$ cat src/design/ffu_pkg.sv
package ffu_pkg;

  // Fixed field widths of the item and result words.
  localparam int COORD_W   = 8;
  localparam int LEVEL_W   = 8;
  localparam int MARGIN_W  = 7;
  localparam int SIZE_W    = 17;
  // Wide enough for a coordinate plus the margin and for the largest image side.
  localparam int COORD_SUM_W = 14;

  localparam logic [MARGIN_W-1:0] MARGIN_RESET = 7'd10;

  typedef enum logic [1:0] {
    ACT_LOAD = 2'd0,
    ACT_FILL = 2'd1,
    ACT_READ = 2'd2,
    ACT_NONE = 2'd3
  } action_t;

  typedef enum logic [3:0] {
    ST_INIT,
    ST_IDLE,
    ST_PUSH,
    ST_CLEAR,
    ST_SEED,
    ST_SEED_CHK,
    ST_DEQ,
    ST_NB_RD,
    ST_NB_CHK
  } state_t;

  typedef struct packed {
    logic take_item;
    logic load_pixel;
    logic read_member;
    logic push;
    logic push_zero;
    logic sweep_step;
    logic fill_start;
    logic clear_step;
    logic seed_read;
    logic seed_commit;
    logic deq;
    logic nb_first;
    logic nb_read;
    logic nb_check;
  } dp_cmd_t;

  typedef struct packed {
    logic sweep_done;
    logic clear_done;
    logic seed_ok;
    logic queue_empty;
    logic nb_last;
    logic out_free;
  } dp_status_t;

endpackage

$ cat src/design/ffu_controller.sv
module ffu_controller (
  input  logic               clk,
  input  logic               rst_n,
  input  logic               in_valid,
  input  logic [1:0]         in_action,
  output logic               in_stall,
  input  ffu_pkg::dp_status_t status,
  output ffu_pkg::dp_cmd_t    cmd
);
  import ffu_pkg::*;

  state_t state_r;
  state_t state_nxt;

  always_ff @(posedge clk) begin
    if (!rst_n) begin
      state_r <= ST_INIT;
    end else begin
      state_r <= state_nxt;
    end
  end

  always_comb begin
    cmd       = '0;
    state_nxt = state_r;
    in_stall  = (state_r != ST_IDLE);
    case (state_r)
      ST_INIT: begin
        cmd.sweep_step = 1'b1;
        if (status.sweep_done) begin
          state_nxt = ST_IDLE;
        end
      end
      ST_IDLE: begin
        if (in_valid) begin
          cmd.take_item = 1'b1;
          case (action_t'(in_action))
            ACT_LOAD, ACT_NONE: begin
              cmd.load_pixel = (action_t'(in_action) == ACT_LOAD);
              if (status.out_free) begin
                cmd.push      = 1'b1;
                cmd.push_zero = 1'b1;
              end else begin
                state_nxt = ST_PUSH;
              end
            end
            ACT_READ: begin
              cmd.read_member = 1'b1;
              state_nxt       = ST_PUSH;
            end
            ACT_FILL: begin
              cmd.fill_start = 1'b1;
              state_nxt      = ST_CLEAR;
            end
            default: begin
              state_nxt = ST_PUSH;
            end
          endcase
        end
      end
      ST_PUSH: begin
        if (status.out_free) begin
          cmd.push  = 1'b1;
          state_nxt = ST_IDLE;
        end
      end
      ST_CLEAR: begin
        if (status.clear_done) begin
          state_nxt = ST_SEED;
        end else begin
          cmd.clear_step = 1'b1;
        end
      end
      ST_SEED: begin
        cmd.seed_read = 1'b1;
        state_nxt     = ST_SEED_CHK;
      end
      ST_SEED_CHK: begin
        cmd.seed_commit = 1'b1;
        state_nxt       = status.seed_ok ? ST_DEQ : ST_PUSH;
      end
      ST_DEQ: begin
        if (status.queue_empty) begin
          state_nxt = ST_PUSH;
        end else begin
          cmd.deq      = 1'b1;
          cmd.nb_first = 1'b1;
          state_nxt    = ST_NB_RD;
        end
      end
      ST_NB_RD: begin
        cmd.nb_read = 1'b1;
        state_nxt   = ST_NB_CHK;
      end
      ST_NB_CHK: begin
        cmd.nb_check = 1'b1;
        state_nxt    = status.nb_last ? ST_DEQ : ST_NB_RD;
      end
      default: begin
        state_nxt = ST_IDLE;
      end
    endcase
  end

endmodule

$ cat config.mk
export PLATFORM = sky130hd
export DESIGN_NAME = ffu_controller
export DESIGN_NICKNAME = d
export VERILOG_FILES = /design/src/design/ffu_pkg.sv /design/src/design/ffu_controller.sv
export SDC_FILE = /design/constraint.sdc
export NUM_CORES = 1
export LEC_CHECK = 0
export BUFFER_PORTS_ARGS = -buffer_cell sky130_fd_sc_hd__buf_4
export CAP_MARGIN = 15
export CORE_AREA = 2 2 39 41
export DETAILED_ROUTE_END_ITERATION = 16
export DIE_AREA = 0 0 41 43
export PLACE_DENSITY = 0.73
export SYNTH_ARGS = -nofsm -noshare
export SYNTH_HDL_FRONTEND = slang
export SYNTH_SLANG_ARGS = --single-unit
export TNS_END_PERCENT = 5
$ cat constraint.sdc
create_clock -name clk -period 2.65 [get_ports clk]
set_input_delay 0.1325 -clock clk [delete_from_list [all_inputs] [get_ports clk]]
set_output_delay 0.1325 -clock clk [all_outputs]
set_load 0.05 [all_outputs]
Word-level counts from Yosys, hierarchy flattened
Cells that the tools add are included.
{"block": "word_totals", "regBits": 4, "input_bits": 11, "out_inout_bits": 15}
{"block": "op_classes", "eq_ne": 17, "n_mux": 31, "reduce_logical": 4}
{"cell": "$pmux W4 S9", "count": 1}
{"cell": "$mux W4", "count": 5}
{"cell": "$eq A4 B3 Y1 const B", "count": 4}
{"cell": "$mux W1", "count": 15}
{"cell": "$pmux W4 S3", "count": 1}
{"cell": "$mux W3", "count": 3}
{"cell": "$eq A4 B2 Y1 const B", "count": 2}
{"cell": "$mux W2", "count": 4}
{"cell": "$ne A2 B2 Y1 const B", "count": 4}
{"cell": "$mux W5", "count": 1}
{"cell": "$reduce_and A5 Y1", "count": 1}
{"cell": "$eq A2 B2 Y1 const B", "count": 2}
{"cell": "$eq A4 B1 Y1 const B", "count": 1}
{"cell": "$eq A4 B4 Y1 const B", "count": 1}
{"cell": "$logic_not A4 Y1", "count": 1}
{"cell": "$ne A4 B1 Y1 const B", "count": 1}
{"cell": "$ne A3 B3 Y1 const B", "count": 1}
{"cell": "$eq A2 B1 Y1 const B", "count": 1}
{"cell": "$logic_not A2 Y1", "count": 1}
{"cell": "$pmux W1 S2", "count": 1}
{"cell": "$reduce_or A2 Y1", "count": 1}

Depth between registers and ports, before layout
{"block": "depth", "ltp_word": 5, "depth_mapped": 6}

Worst setup path after synthesis
OpenSTA, ideal clock, no wires.
{"block": "synth_timing", "kind": "register -> output", "startpoint": "reg state_r[0]", "endpoint": "out cmd[3] (netlist bit)", "t_arrival_ns": 2.544, "slack_ns": -0.026, "path_stages_with_launch": 5, "cell_sequence": "dfxtp_1 buf_6 nand2b_1 nor4_1 buf_4"}
{"item": "from (decl)", "line": "ffu_controller.sv:12", "rtl": "state_t state_r;"}
{"item": "from (signal assigned)", "line": "ffu_controller.sv:19", "rtl": "state_r <= state_nxt;"}
{"item": "to (decl)", "line": "ffu_controller.sv:8", "rtl": "output ffu_pkg::dp_cmd_t cmd"}

==> flow_summary.json <==
{
  "largest-register": "state_r",
  "cts_tree": "yes",
  "maxCapViolCount": 0,
  "dieWidth_um": 41,
  "r2r_cells": 4,
  "drt-wirelength-per-cell_um": 11.8,
  "num-nets-final": 107,
  "io_buffer_count": 25,
  "wl_met1_um": 554,
  "area_growth_pct": 39.5,
  "synth_cell_types": 32,
  "p_int_mw": 0.174,
  "rows": 14,
  "clockBufferDepth": 2,
  "post_drt_via_cell_ratio": 5.20,
  "post_cts_buffers": 0,
  "tightest_slew_ns": 0.567,
  "postSynthNetCount": 83,
  "netlist_instances": 69,
  "ys_seq_area_share_pct": 16.1,
  "status": "finished, final reports clean",
  "end_kind": "output pin",
  "wl_um": 1260,
  "die_h_um": 43,
  "post_cts_resized": 0,
  "yosys-top-cells-area": "dfxtp_1, and3_1, ha_1, a21oi_1, nor2_1",
  "r2r_start": "state_r[0]",
  "ys_top_cells_by_count": "and3_1, nor2_1, a21oi_1, inv_1",
  "crit_end": "cmd[9]",
  "grt_max_degree": 20,
  "synth_enable_flop_cells": 0,
  "finalNonFillerCells": 107,
  "rr_endpoint": "state_r[0]",
  "clkPwrFrac_pct": 26.1,
  "rrSetupSlack_ns": 1.03,
  "highest_layer": "met3",
  "cp.arrival_ns": 1.78,
  "largestRegisters": "state_r (4)",
  "path_depth": 4,
  "io_pins": 26,
  "cts.sinks": 4,
  "synth_top_area_cell": "dfxtp_1",
  "setup_viol": 0,
  "synth_top_area_share_pct": 16.1,
  "yosys_warnings": 0,
  "drv_slew": 0,
  "ys.flop_type": "dfxtp_1",
  "n_antenna_cell": 0,
  "final_hold_viol_count": 0,
  "power-per-cell-area_nw_per_um2": 434,
  "path_max_fanout": 19,
  "clkLatencyLatePin_ns": 0.24,
  "dp_cells": 104,
  "ant_nets": 0,
  "grt.overflow.total": 0,
  "crit_buf_inv": 1,
  "hpwl_um": 891,
  "ys_async_sr_fraction_pct": 0,
  "switchingPower_mw": 0.127,
  "ctsHoldBuffers": 0,
  "num-fill-cells": 132,
  "setup_tns_ns": 0,
  "wl_met2_um": 595,
  "rsz0062_at_grt": "no",
  "fin_crit_sh_pct": 72.3,
  "synth_seq_cells": 4,
  "fin_crit_ns": 1.92,
  "largest_reg_flops": 4,
  "critPathSlowestCell": "dfxtp_1",
  "worstPathCellList": "nor4b_2 > nand2_1 > nor2_1 > buf_4",
  "startpoint_type": "register",
  "skew_ns": 0.00219,
  "track_usage_pct": 16.8,
  "antenna_found_initial": 0,
  "start_util_pct": 35.9,
  "cts_root_buf": "clkbuf_4",
  "gp_congestion": 0.808,
  "clk_pin_slew_ns": 0.04,
  "vias": 556,
  "max_freq_ghz": 0.522,
  "holdCritPathClass": "in -> reg",
  "synthesis.area_um2": 497,
  "drt-initial-drc-count": 8,
  "first_pass_iters": 4,
  "crit_family": "flip-flops",
  "switching_share_pct": 42.2,
  "syn_area_per_cell_um2": 7.20,
  "drive_gt1_share_pct": 34.1,
  "dr_wl_met3_um": 110,
  "slowest_delay_ns": 0.67,
  "critical_path_class": "reg -> out",
  "vdd_drop_max_uv": 243,
  "cellLeakagePower_nw": 0.354,
  "grt_pass1_vias": 482,
  "drc": 0,
  "worstPathRequired_ns": 2.52,
  "numCtsBuffers": 3,
  "grt_pass1_wl_um": 2040,
  "relSlewSlack_pct": 62.1,
  "dieArea_um2": 1760,
  "coreArea_um2": 1380,
  "crit_path_start": "state_r[0]",
  "cts_max_level": 1,
  "p_comb_share_pct": 46.3,
  "power_frac_seq_pct": 27.6
}
routing by layer:
layer	up-vias	GRT usage (%)
met5	-	0
met4	0	8.00
met3	0	4.19
met2	22	23.4
met1	246	23.3
li1	288	-
worst min path at each step:
stage	start	endpoint	slack, ns	cells after the start
after floorplan	rst_n	state_r[1]	0.25	1
after global placement	rst_n	state_r[1]	0.37	2
after detailed placement	rst_n	state_r[1]	0.37	2
after CTS	rst_n	state_r[1]	0.12	2
after global routing	rst_n	state_r[1]	0.12	2
final	rst_n	state_r[1]	0.13	2
cell families (layout without fill, tap and decap cells):
group                      after synthesis  in the layout  share of synthesized area (%)
and+or+nand+nor                         34             34                           41.8
AOI/OAI and AO/OA                       16             16                           20.9
buffers and inverters                   11             33                           11.8
DFF                                      4              4                           16.1
adders and majority gates                3              3                           7.56
xor gates and xnor gates                 1              1                           1.76
power groups by stage:
stage / registers (mW) / logic, mW / clock network [mW]
floorplan: 0.0677 / 0.121 / 0
global placement: 0.0829 / 0.139 / 0
detailed placement: 0.0837 / 0.140 / 0
CTS: 0.0826 / 0.140 / 0.0820
global route: 0.0854 / 0.152 / 0.0860
finish: 0.0830 / 0.139 / 0.0785
layout by cell type (no fill, tap or decap), drive strengths merged, types with 2 or more instances in the layout:
cell type and instances:
dfxtp 4, nor3 3, a21oi 5, ha 3
clkbuf 3, nand2b 2, inv 5, nor2b 3
and3 6, o21ai 3, o21a 3, buf 25
nor2 6, nand2 4, nor4 2
through the flow:
step / util (%) / setup slack (ns) / hold WS, ns / area (um2) / total power [mW]
2_1_floorplan: - / 0.304 / 0.250 / 503 / 0.189
3_3_place_gp: 48.5 / 1.04 / 0.370 / 671 / 0.222
3_5_place_dp: 48.5 / 1.01 / 0.369 / 671 / 0.223
4_1_cts: 50.1 / 0.734 / 0.122 / 693 / 0.305
5_1_grt: 50.1 / 0.533 / 0.121 / 693 / 0.323
6_report: 50.1 / 0.733 / 0.126 / 693 / 0.301
area by class of cell:
| type | count | area [um2] | share of cell area [%] |
|---|---|---|---|
| Multi-Input combinational cell | 54 | 364 | 52.5 |
| Timing Repair Buffer | 25 | 188 | 27.1 |
| Sequential cell | 4 | 80.1 | 11.6 |
| Clock buffer | 3 | 22.5 | 3.25 |
| Tap cell | 16 | 20.0 | 2.89 |
| Inverter | 5 | 18.8 | 2.71 |
(Power assumes the default switching activity.)
